$ cat src/rtl/core/chm_pkg.sv
// Shared types, sizes and the point ordering function for the convex hull core.
package chm_pkg;

    localparam int MAX_POINTS = 64;
    localparam int PTR_W = $clog2(MAX_POINTS);
    localparam int CNT_W = $clog2(MAX_POINTS + 2);
    localparam int QUEUE_DEPTH = 4;
    localparam int QPTR_W = $clog2(QUEUE_DEPTH);

    typedef struct packed {
        logic signed [15:0] x;
        logic signed [15:0] y;
    } t_point;

    typedef struct packed {
        t_point pt;
        logic   store;
        logic   last;
        logic   drop;
    } t_entry;

    function automatic logic pt_after(input t_point a, input t_point b);
        logic r;
        if (a.x != b.x) begin
            r = (a.x > b.x);
        end else begin
            r = (a.y > b.y);
        end
        return r;
    endfunction

endpackage

$ cat src/rtl/core/chm_queue.sv
// Short queue of classified items between the front end and the hull engine.
module chm_queue import chm_pkg::*; (
    input  logic   i_clk,
    input  logic   i_rst_n,
    input  logic   i_push,
    input  t_entry i_entry,
    input  logic   i_pop,
    output logic   o_full,
    output logic   o_empty,
    output t_entry o_entry
);

    t_entry              r_mem [QUEUE_DEPTH];
    logic [QPTR_W-1:0]   r_wptr, r_rptr;
    logic [QPTR_W:0]     r_count;

    assign o_full  = (r_count == (QPTR_W+1)'(QUEUE_DEPTH));
    assign o_empty = (r_count == '0);
    assign o_entry = r_mem[r_rptr];

    always_ff @(posedge i_clk) begin
        if (i_push) begin
            r_mem[r_wptr] <= i_entry;
        end
        if (!i_rst_n) begin
            r_wptr  <= '0;
            r_rptr  <= '0;
            r_count <= '0;
        end else begin
            if (i_push) begin
                r_wptr <= r_wptr + 1'b1;
            end
            if (i_pop) begin
                r_rptr <= r_rptr + 1'b1;
            end
            r_count <= r_count + (QPTR_W+1)'(i_push) - (QPTR_W+1)'(i_pop);
        end
    end

    assert property (@(posedge i_clk) disable iff (!i_rst_n)
        r_count <= (QPTR_W+1)'(QUEUE_DEPTH)) else $error("queue count overflow");
    assert property (@(posedge i_clk) disable iff (!i_rst_n)
        o_empty |-> !i_pop) else $error("pop from empty queue");
    assert property (@(posedge i_clk) disable iff (!i_rst_n)
        o_full |-> !i_push) else $error("push into full queue");

endmodule

$ cat config.mk
export PLATFORM = sky130hd
export DESIGN_NAME = chm_queue
export DESIGN_NICKNAME = d
export VERILOG_FILES = /design/src/rtl/core/chm_pkg.sv /design/src/rtl/core/chm_queue.sv
export SDC_FILE = /design/constraint.sdc
export NUM_CORES = 1
export LEC_CHECK = 0
export BUFFER_PORTS_ARGS = -buffer_cell sky130_fd_sc_hd__buf_2
export CAP_MARGIN = 0
export CORE_MARGIN = 3
export CORE_UTILIZATION = 58
export CTS_BUF_LIST = sky130_fd_sc_hd__clkbuf_8 sky130_fd_sc_hd__clkbuf_16
export DETAILED_ROUTE_END_ITERATION = 16
export MAX_ROUTING_LAYER = met4
export PLACE_DENSITY = 0.9
export SLEW_MARGIN = 20
export SYNTH_ARGS = -nofsm -noshare
export SYNTH_HDL_FRONTEND = slang
export SYNTH_SLANG_ARGS = --single-unit
$ cat constraint.sdc
create_clock -name i_clk -period 5.7 [get_ports i_clk]
set_clock_uncertainty 0.1 [all_clocks]
set_input_delay 1.425 -clock i_clk [delete_from_list [all_inputs] [get_ports i_clk]]
set_output_delay 1.425 -clock i_clk [all_outputs]
set_load 0.01 [all_outputs]
==> impl_results.md <==
- Status: complete, no violations
- Compound-Gate Fraction of Synth Area: 0.271%
- Starting density of the core: 59.7%
- Die Span Y: 104 um
- CTS tree: yes
- Placed Cells: 423
- H-tree depth: 4
- Clock Latency Late Sink: 510 ps
- Simple-gate share of the synthesized area: 1.35%
- CTS Hold Bufs: 0
- Max Root-Sink Buffers: 2
- Diodes inserted: 0
- Sequential share of the synthesized area: 79.1%
- Met2 usage: 28.8%
- Worst setup EP type: output port
- Leakage: 2.29 nW
- First-pass GRT wire length: 14,200 um
- RSZ-0062 raised after global routing: false
- Core Box Area: 9280 um^2
- WHS: 443 ps
- CP Max Fanout: 23
- RD Place Congestion: 0.681
- Global route overflow: 0
- Yosys warning count: 0
- Routed len/inst: 19.1 um
- Critical Path AT: 2330 ps
- Pwr/cell area: 395 nW/um^2
- Antenna Nets Post-Route: 0
- DIE AREA: 10,800 um^2
- Maximum VDD drop: 217 uV
- WL final: 8700 um
- Post-Synthesis Cells: 226
- Max-cap violations: 0
- Worst Path Required: 4180 ps
- Mux cell area share after synthesis: 14.7%
- Post-DP HPWL: 5140 um
- Max_slew headroom: 36.2%
- Clock period minus worst slack: 3860 ps
- CTS Buf Count: 17
- Vias in the first global route: 2,732
- Fin nets: 359
- Post-Synth XOR/XNOR Area: 0.745%
- Final Hold Viols: 0
- Initial antenna violation count: 0
- FILL cells: 594
- Syn avg cell area: 24.5 um^2
- Commonest non-fill, non-tap cell in the layout: edfxtp_1
- Number of top-level pins: 76
- Period Utilization, post-route: 67.7%
- Fmax: 259 MHz
- GR Util All Layers: 18.3%
- Synth unique cells: 21
- Rows: 35
- Area growth, synth to finish: 19.0%
- Vias: 2,484
- Clock sink total: 149
- Most frequent cells in the layout: 140 x edfxtp_1, 75 x buf_2, 30 x mux4_2, 16 x clkbuf_16
- Share of layout cells above drive strength 1: 44.2%
- M3 GR Usage: 5.23%
- Largest family of logic cells by synthesized area: multiplexers
- Setup Viol. Count Final: 0
- Synth Register Bits: 149
- Via/cell ratio: 5.46
- Syn Nets: 272
- IO Port Bufs: 75
- Pin count of the biggest net entering global routing: 36
- Initial DRC Count: 100
- CTS resizes: 0
- Post-Syn Area: 5550 um^2
- Drt drc: 0
- Critical path class: flop to output port
- FF-to-FF setup slack: 3800 ps
- CTS clk-pin slew, worst paths: 60 ps
- Die width: 104 um
- CTS Root Cell: clkbuf_8
- Met1 Use GR: 22.2%
- DRT Pass-1 Iters: 4
- Post-Synth Adder-Cell Area: 1.71%
- Post-CTS setup buffers: 0
- Worst hold path class: flop to flop
- Finished Layout Cells: 455
- Least-Margin Pin Slew: 957 ps
- Pins Over Slew Limit: 0
- Busiest grt layer: met2
- Setup_tns: 0 ps
- Startpoint Class: flop
## power by group
part / switching, mW / internal [mW] / leakage [nW] / total (mW)
Combinational: 0.112 / 0.115 / 0.652 / 0.226
Clock: 0.422 / 0.669 / 0.279 / 1.09
Sequential: 0.0278 / 1.26 / 1.36 / 1.29
## kinds of logic (layout without fill, tap and decap cells)
| kind of cell | Yosys count | in the layout |
|---|---|---|
| muxes | 36 | 36 |
| AOI/OAI and AO/OA | 2 | 2 |
| adders and majority gates | 7 | 7 |
| xor gates and xnor gates | 3 | 3 |
| DFF | 149 | 149 |
| and+or+nand+nor | 14 | 14 |
| buffers and inverters | 15 | 115 |
## layer usage
metal  wire length [um]  vias to the layer above
met5                  0                        -
met4                221                        0
met3                526                       21
met2               4420                       88
met1               3530                     1254
li1                   -                     1121
## critical path: stages (launching register included)
cell	delay, ps
dfxtp_2	590
buf_4	480
mux4_2	570
buf_2	160
## sequential cells by signal, indices dropped and copies added (netlist names), named ones only
name and count:
r_mem 140, r_count 3, r_rptr 2, r_wptr 2
## cells in the mapped netlist (all sizes together)
cell type / n / share of area [%]
fa: 1 / 0.36
edfxtp: 140 / 76
and3: 1 / 0.11
xnor2: 2 / 0.32
nor3: 1 / 0.090
a21bo: 1 / 0.18
xor3: 1 / 0.43
clkbuf: 1 / 0.090
mux2i: 1 / 0.18
ha: 6 / 1.4
dfxtp: 9 / 3.2
buf: 7 / 1.6
nand3b: 1 / 0.14
mux4: 35 / 15
a21oi: 1 / 0.090
nor2: 5 / 0.34
inv: 7 / 0.47
and2: 6 / 0.68
## through the flow
| stage | area [um^2] | power (mW) | setup WS, ps | utilization, % |
|---|---|---|---|---|
| finish | 6600 | 2.60 | 1840 | 71.1 |
| global route | 6600 | 2.70 | 1640 | 71.1 |
| CTS | 6600 | 2.63 | 1760 | 71.1 |
| detailed placement | 6010 | 1.54 | 2310 | 64.7 |
| global placement | 6010 | 1.53 | 2330 | 64.7 |
| floorplan | 5550 | 1.45 | 2850 | - |
## worst paths after layout
path,from,to,cells past startpoint
setup reg to reg,r_count[0]$_SDFF_PN0_,r_count[2]$_SDFF_PN0_,7
setup / recovery,flop,o_entry[25],3
hold reg to reg,r_rptr[0]$_SDFFE_PN0P_,flop,2
hold / removal,r_rptr[0]$_SDFFE_PN0P_,flop,2
## area by class of cell
cell class	instances	area, um^2	area share [%]
inverters	7	26.3	0.398
clock buffers	17	414	6.28
flip-flops and latches	149	4390	66.5
multi-input cells	62	1050	15.9
clock inverters	15	178	2.69
well taps	129	161	2.45
repair buffers	76	383	5.80
No activity file was read; power rests on OpenSTA's default activity.
