`config.mk`:
```
export PLATFORM = sky130hd
export DESIGN_NAME = chm_front
export DESIGN_NICKNAME = d
export VERILOG_FILES = /design/src/rtl/core/chm_pkg.sv /design/src/rtl/core/chm_front.sv
export SDC_FILE = /design/constraint.sdc
export NUM_CORES = 1
export LEC_CHECK = 0
export BUFFER_PORTS_ARGS = -buffer_cell sky130_fd_sc_hd__buf_2
export CAP_MARGIN = 30
export CORE_MARGIN = 5
export CORE_UTILIZATION = 36
export CTS_CLUSTER_DIAMETER = 50
export DETAILED_ROUTE_END_ITERATION = 12
export PLACE_DENSITY = 0.86
export REMOVE_ABC_BUFFERS = 1
export SYNTH_ARGS = -nofsm -noshare
export SYNTH_HDL_FRONTEND = slang
export SYNTH_SLANG_ARGS = --single-unit
```
`constraint.sdc`:
```
create_clock -name i_clk -period 3.9 [get_ports i_clk]
set_input_delay 0.585 -clock i_clk [delete_from_list [all_inputs] [get_ports i_clk]]
set_output_delay 0.585 -clock i_clk [all_outputs]
set_load 0.02 [all_outputs]
```
`src/rtl/core/chm_pkg.sv`:
```
// Shared types, sizes and the point ordering function for the convex hull core.
package chm_pkg;

    localparam int MAX_POINTS = 64;
    localparam int PTR_W = $clog2(MAX_POINTS);
    localparam int CNT_W = $clog2(MAX_POINTS + 2);
    localparam int QUEUE_DEPTH = 4;
    localparam int QPTR_W = $clog2(QUEUE_DEPTH);

    typedef struct packed {
        logic signed [15:0] x;
        logic signed [15:0] y;
    } t_point;

    typedef struct packed {
        t_point pt;
        logic   store;
        logic   last;
        logic   drop;
    } t_entry;

    function automatic logic pt_after(input t_point a, input t_point b);
        logic r;
        if (a.x != b.x) begin
            r = (a.x > b.x);
        end else begin
            r = (a.y > b.y);
        end
        return r;
    endfunction

endpackage

```
`src/rtl/core/chm_front.sv`:
```
// Input front end: accepts points and classifies each as stored or dropped.
module chm_front import chm_pkg::*; (
    input  logic               i_clk,
    input  logic               i_rst_n,
    input  logic               i_point_valid,
    input  logic signed [15:0] i_point_x,
    input  logic signed [15:0] i_point_y,
    input  logic               i_is_last,
    input  logic               i_q_full,
    output logic               o_point_stall,
    output logic               o_push,
    output t_entry             o_entry
);

    logic [CNT_W-1:0] r_cnt, n_cnt;
    logic             r_ovf, n_ovf;
    logic             store;

    assign store         = (r_cnt < CNT_W'(MAX_POINTS));
    assign o_point_stall = i_q_full;
    assign o_push        = i_point_valid && !i_q_full;

    always_comb begin
        o_entry.pt.x  = i_point_x;
        o_entry.pt.y  = i_point_y;
        o_entry.store = store;
        o_entry.last  = i_is_last;
        o_entry.drop  = r_ovf || !store;
        n_cnt = r_cnt;
        n_ovf = r_ovf;
        if (o_push) begin
            if (i_is_last) begin
                n_cnt = '0;
                n_ovf = 1'b0;
            end else begin
                n_cnt = r_cnt + CNT_W'(store);
                n_ovf = r_ovf || !store;
            end
        end
    end

    always_ff @(posedge i_clk) begin
        if (!i_rst_n) begin
            r_cnt <= '0;
            r_ovf <= 1'b0;
        end else begin
            r_cnt <= n_cnt;
            r_ovf <= n_ovf;
        end
    end

    assert property (@(posedge i_clk) disable iff (!i_rst_n)
        r_cnt <= CNT_W'(MAX_POINTS)) else $error("point count above capacity");

endmodule

```
==> results of run 1 <==
==> power by group <==
| part | total, uW | switching, uW | internal [uW] |
|---|---|---|---|
| registers | 83.7 | 0.795 | 82.9 |
| logic | 15.0 | 9.01 | 5.94 |
| clock network | 62.3 | 27.2 | 35.1 |
| total | 161 | 37.0 | 124 |
==> layout by cell type (no fill, tap or decap), drive strengths merged, types with 2 or more instances in the layout <==
master and instances:
o21ai 4, inv 2, clkbuf 3, mux2i 2, ha 3, dfxtp 8
nor2 4, buf 9, or3 4, a21oi 5
==> sequential cells by signal, indices dropped and copies added (netlist names) <==
register and flops:
r_cnt 7, r_ovf 1
==> routing by layer <==
metal,vias up,routed length [um]
li1,170,-
met1,193,814
met2,35,589
met3,5,449
met4,0,23
met5,-,0
==> critical path, stage by stage <==
cell     delay, ns
buf_2         0.11
and2b_1       0.30
buf_2         0.20
==> final timing paths <==
kind            start       end  depth (start not counted)
max          i_q_full    o_push                          3
min             r_ovf     r_ovf                          2
max reg2reg  r_cnt[6]  r_cnt[6]                          6
min reg2reg     r_ovf     r_ovf                          2
==> cell type report <==
type	count	share of cell area (%)
Multi-Input combinational cell	31	46.5
Inverter	2	1.51
Tap cell	25	6.28
Timing Repair Buffer	9	9.05
Sequential cell	8	32.2
Clock buffer	3	4.52
==> stage by stage <==
stage | std cells | util (%) | total power [uW]
after floorplan | 41 | - | 93.2
after global placement | 75 | 27.0 | 99.8
after detailed placement | 75 | 27.0 | 100
after CTS | 78 | 28.2 | 164
after global routing | 78 | 28.2 | 173
final | 78 | 28.2 | 161
==> logic make-up after synthesis <==
family          Yosys count
compound gates           10
xor+xnor                  1
fa+ha+maj                 3
buf+inv                  39
flops                     8
mux                       2
simple gates             15
==> results.py, run 1 <==
metrics = {
    "clock_network": {
        "cts.sinks": 8,
        "path_clk_slew_ns": 0.05,
        "post_cts_resized": 0,
        "htree_levels": 1,
        "numCtsBuffers": 3,
        "post_cts_buffers": 0,
        "clk_latency_ns": 0.26,
        "clockBufferDepth": 2,
        "hold_buffers": 0,
        "cts-root-buf": "clkbuf_4",
        "cts_tree": "done",
    },
    "sta": {
        "period_share_pct": 45.9,
        "fmax_mhz": 559,
        "hold_ws_ns": 0.468,
        "slew_headroom_pct": 72.9,
        "slew_viol_final": 0,
        "finalCriticalPeriod_ns": 1.79,
        "rsz0062_at_grt": "false",
        "setup_ws_ns": 2.11,
        "tns_ns": 0,
        "hold_viol_final": 0,
        "finClkSkew_ns": 0.00467,
        "setup_viol": 0,
        "worst_pin_slew_ns": 0.406,
    },
    "place": {
        "post-place-ws_ns": 2.12,
        "placed_cell_area_um2": 475,
        "io_buffers": 9,
        "place_congestion": 0.667,
    },
    "floorplanning": {
        "row_count": 15,
        "io_pins": 74,
        "start_util_pct": 38.8,
        "die_y_um": 53.6,
        "die_area_mm2": 0.00287,
        "core_region_area_mm2": 0.00176,
        "die_x_um": 53.6,
    },
    "synthesis": {
        "ys_types": 20,
        "synthMuxAreaShare_pct": 2.93,
        "synth_xor_area_share_pct": 1.28,
        "yosysSeqAreaShare_pct": 23.4,
        "synthFlopType": "dfxtp_1",
        "netlist_instances": 78,
        "synth_most_common_cell": "buf_4",
        "yosys.area_share.adder_pct": 5.48,
        "synth_top_family_by_area": "buffers and inverters",
        "synthesis.area_um2": 684,
        "synth-compound-area-share_pct": 10.2,
        "async_flop_share_pct": 0,
        "yosysTopAreaCell": "buf_4",
        "ys_top_cells_by_area": "buf_4, dfxtp_1, ha_1",
        "synth_seq_cells": 8,
        "synth-simple-area-share_pct": 13.9,
        "synth_area_per_cell_um2": 8.77,
        "synth-edff-count": 0,
        "ys_warn_count": 0,
        "yosys.area.top_type_share_pct": 38.4,
        "synth_commonest_cells": "buf_4, dfxtp_1",
    },
    "layout": {
        "multi_input_area_um2": 231,
        "drive_gt1_share_pct": 37.7,
        "n_antenna_cell": 0,
        "nFillCells": 199,
        "register_area_um2": 160,
        "finalInstanceArea_um2": 498,
        "nets": 95,
        "area_growth_syn_to_layout_pct": -27.2,
    },
    "worst_hold_path": {
        "min_path_type": "reg2reg",
    },
    "worst_setup_path": {
        "end_kind": "output pin",
        "crit_fanout": 5,
        "crit_type": "in2out",
        "arrival_ns": 1.20,
        "required_ns": 3.31,
        "critical_path.startpoint_type": "primary input",
        "reg2reg_slack_ns": 2.42,
    },
    "job": {
        "drv_cap": 0,
    },
    "global_route": {
        "grt_pass1_vias": 388,
        "grt_max_degree": 9,
        "grtUsageMet1_pct": 16.2,
        "met2_usage_pct": 11.2,
        "use_met3_pct": 20.8,
        "top_usage_layer": "met3",
        "antenna_found_initial": 0,
        "overflow": 0,
        "gr-usage-all-layers_pct": 13.9,
        "grt_pass1_wl_um": 2390,
    },
    "power_and_ir_drop": {
        "p_per_area_mw_per_mm2": 323,
        "ir_worst_vdd_v": 0.000133,
        "leakagePower_uw": 0.000184,
    },
    "route": {
        "final_antenna_net_count": 0,
        "drt_iter0_drc": 9,
        "drt-total-wl_um": 1880,
        "vias_per_cell": 5.17,
        "wire_per_inst_um": 24.1,
        "drtPass1Iterations": 4,
        "vias": 403,
        "drc": 0,
    },
    "status": {
        "outcome": "completed",
    },
}
Power figures use the tool's default switching activity.
==> run 2, diff against run 1 <==
--- a/config.mk
+++ b/config.mk
@@ -8,10 +8,10 @@
 export BUFFER_PORTS_ARGS = -buffer_cell sky130_fd_sc_hd__buf_2
 export CAP_MARGIN = 30
 export CORE_MARGIN = 5
-export CORE_UTILIZATION = 36
+export CORE_UTILIZATION = 30
 export CTS_CLUSTER_DIAMETER = 50
 export DETAILED_ROUTE_END_ITERATION = 12
-export PLACE_DENSITY = 0.86
+export PLACE_DENSITY = 0.77
 export REMOVE_ABC_BUFFERS = 1
 export SYNTH_ARGS = -nofsm -noshare
 export SYNTH_HDL_FRONTEND = slang
==> constraint.sdc (replaced) <==
create_clock -name i_clk -period 1.6 [get_ports i_clk]
set_input_delay 0.24 -clock i_clk [delete_from_list [all_inputs] [get_ports i_clk]]
set_output_delay 0.24 -clock i_clk [all_outputs]
set_load 0.02 [all_outputs]
==> run 2 against run 1 <==
  * Cell count is 3.8% higher
  * Utilization is 5.3 points lower
  * Register-to-register slack worse by 2.3 ns
  * First-iteration DRC count is 67% higher
  * Clock power grew to 2.6 times the previous value
  * Combinational power grew 140%
  * Global-route usage shrank 1.6 points
  * Critical endpoint is now r_cnt[6]
==> results.py, run 2 (synthesis results as in run 1) <==
metrics = {
    "layout": {
        "final_common_cell": "buf_2",
        "finalInstanceArea_um2": 502,
        "layout_common_cells": "buf_2, dfxtp_1",
        "largest_register_ffs": 7,
        "n_antenna_cell": 0,
        "layout_top_registers": "r_cnt (7), r_ovf (1)",
        "nFillCells": 248,
        "top_register": "r_cnt",
        "nets": 95,
        "area_growth_syn_to_layout_pct": -26.7,
        "drive_gt1_share_pct": 37.7,
    },
    "power_and_ir_drop": {
        "leakagePower_uw": 0.000184,
        "p_per_area_mw_per_mm2": 798,
        "ir_worst_vdd_v": 0.000326,
    },
    "sta": {
        "slew_headroom_pct": 73.1,
        "fmax_mhz": 685,
        "tns_ns": 0,
        "worst_pin_slew_ns": 0.403,
        "hold_ws_ns": 0.438,
        "hold_viol_final": 0,
        "finClkSkew_ns": 0.00952,
        "rsz0062_at_grt": "false",
        "period_share_pct": 91.3,
        "slew_viol_final": 0,
        "finalCriticalPeriod_ns": 1.46,
        "setup_viol": 0,
    },
    "global_route": {
        "gr-usage-all-layers_pct": 12.3,
        "antenna_found_initial": 0,
        "grt_pass1_vias": 423,
        "grt_max_degree": 9,
        "overflow": 0,
        "grt_pass1_wl_um": 2690,
    },
    "clock_network": {
        "clockBufferDepth": 2,
        "numCtsBuffers": 3,
        "htree_levels": 1,
        "path_clk_slew_ns": 0.05,
        "cts-root-buf": "clkbuf_4",
        "post_cts_resized": 0,
        "hold_buffers": 0,
        "cts.sinks": 8,
        "cts_tree": "done",
        "clk_latency_ns": 0.26,
        "post_cts_buffers": 0,
    },
    "worst_hold_path": {
        "worstHoldPathCells": 4,
        "min_path_type": "in2reg",
    },
    "place": {
        "hpwl_um": 1590,
        "io_buffers": 9,
        "placed_cell_area_um2": 479,
        "place_congestion": 0.723,
    },
    "worst_setup_path": {
        "required_ns": 1.79,
        "ff2ff_path_depth": 6,
        "critical_path.startpoint_type": "flip-flop",
        "end_kind": "flip-flop",
        "crit_fanout": 5,
        "crit_type": "reg2reg",
        "arrival_ns": 1.65,
    },
    "floorplanning": {
        "die_x_um": 57.8,
        "io_pins": 74,
        "row_count": 17,
        "start_util_pct": 31.2,
        "die_area_mm2": 0.00334,
        "die_y_um": 57.8,
        "core_region_area_mm2": 0.00219,
    },
    "status": {
        "outcome": "completed",
    },
    "route": {
        "drt-total-wl_um": 1990,
        "vias": 405,
        "drc": 0,
        "drt_iter0_drc": 15,
        "final_antenna_net_count": 0,
        "wire_per_inst_um": 24.6,
        "vias_per_cell": 5.00,
        "drtPass1Iterations": 5,
    },
    "job": {
        "drv_cap": 0,
    },
}
[run 2: cell counts in the layout (fill, tap and decap cells not counted)]
No cell type changed its count.
[run 2: metal layers]
layer,track usage [%],vias to the layer above,part of all wire [%]
li1,-,174,-
met1,13.3,180,38
met2,10.5,46,32
met3,18.7,5,28
met4,5.96,0,1.9
met5,4.76,-,0
[run 2: final timing paths]
path	slack, ns	endpoint	startpoint
min	0.44	r_cnt[2]	i_point_valid
max	0.14	r_cnt[6]	r_cnt[6]
max reg2reg	0.14	r_cnt[6]	r_cnt[6]
min reg2reg	0.46	r_ovf	r_ovf
[run 2: area by class of cell]
| type | count | area, um2 | share of cell area, % |
|---|---|---|---|
| well taps | 28 | 35.0 | 6.98 |
| clock buffers | 3 | 22.5 | 4.49 |
| inverters | 2 | 7.51 | 1.50 |
| flip-flops and latches | 8 | 160 | 31.9 |
| multi-input cells | 31 | 231 | 46.1 |
| repair buffers | 9 | 45.0 | 8.98 |
[run 2: per-stage QoR]
stage,power [uW],worst slack [ns],instances,utilization (%)
after floorplan,227,0.101,41,-
after global placement,243,0.198,78,21.9
after detailed placement,246,0.138,78,21.9
after CTS,410,0.127,81,22.9
after global routing,422,0.0302,81,22.9
final,400,0.139,81,22.9
[run 2: report_power, final]
| part | total (uW) | switching (uW) | internal, uW |
|---|---|---|---|
| Sequential | 204 | 2.20 | 202 |
| Clock | 159 | 73.2 | 86.1 |
| Combinational | 36.7 | 22.1 | 14.6 |
| Total | 400 | 97.5 | 303 |
[run 2: worst max-delay path, stage by stage, from the launching register on]
cell and delay (ns):
dfxtp_1 0.33, inv_1 0.10, ha_1 0.16, ha_1 0.15
nand3b_1 0.15, or3_1 0.39, a21oi_2 0.13
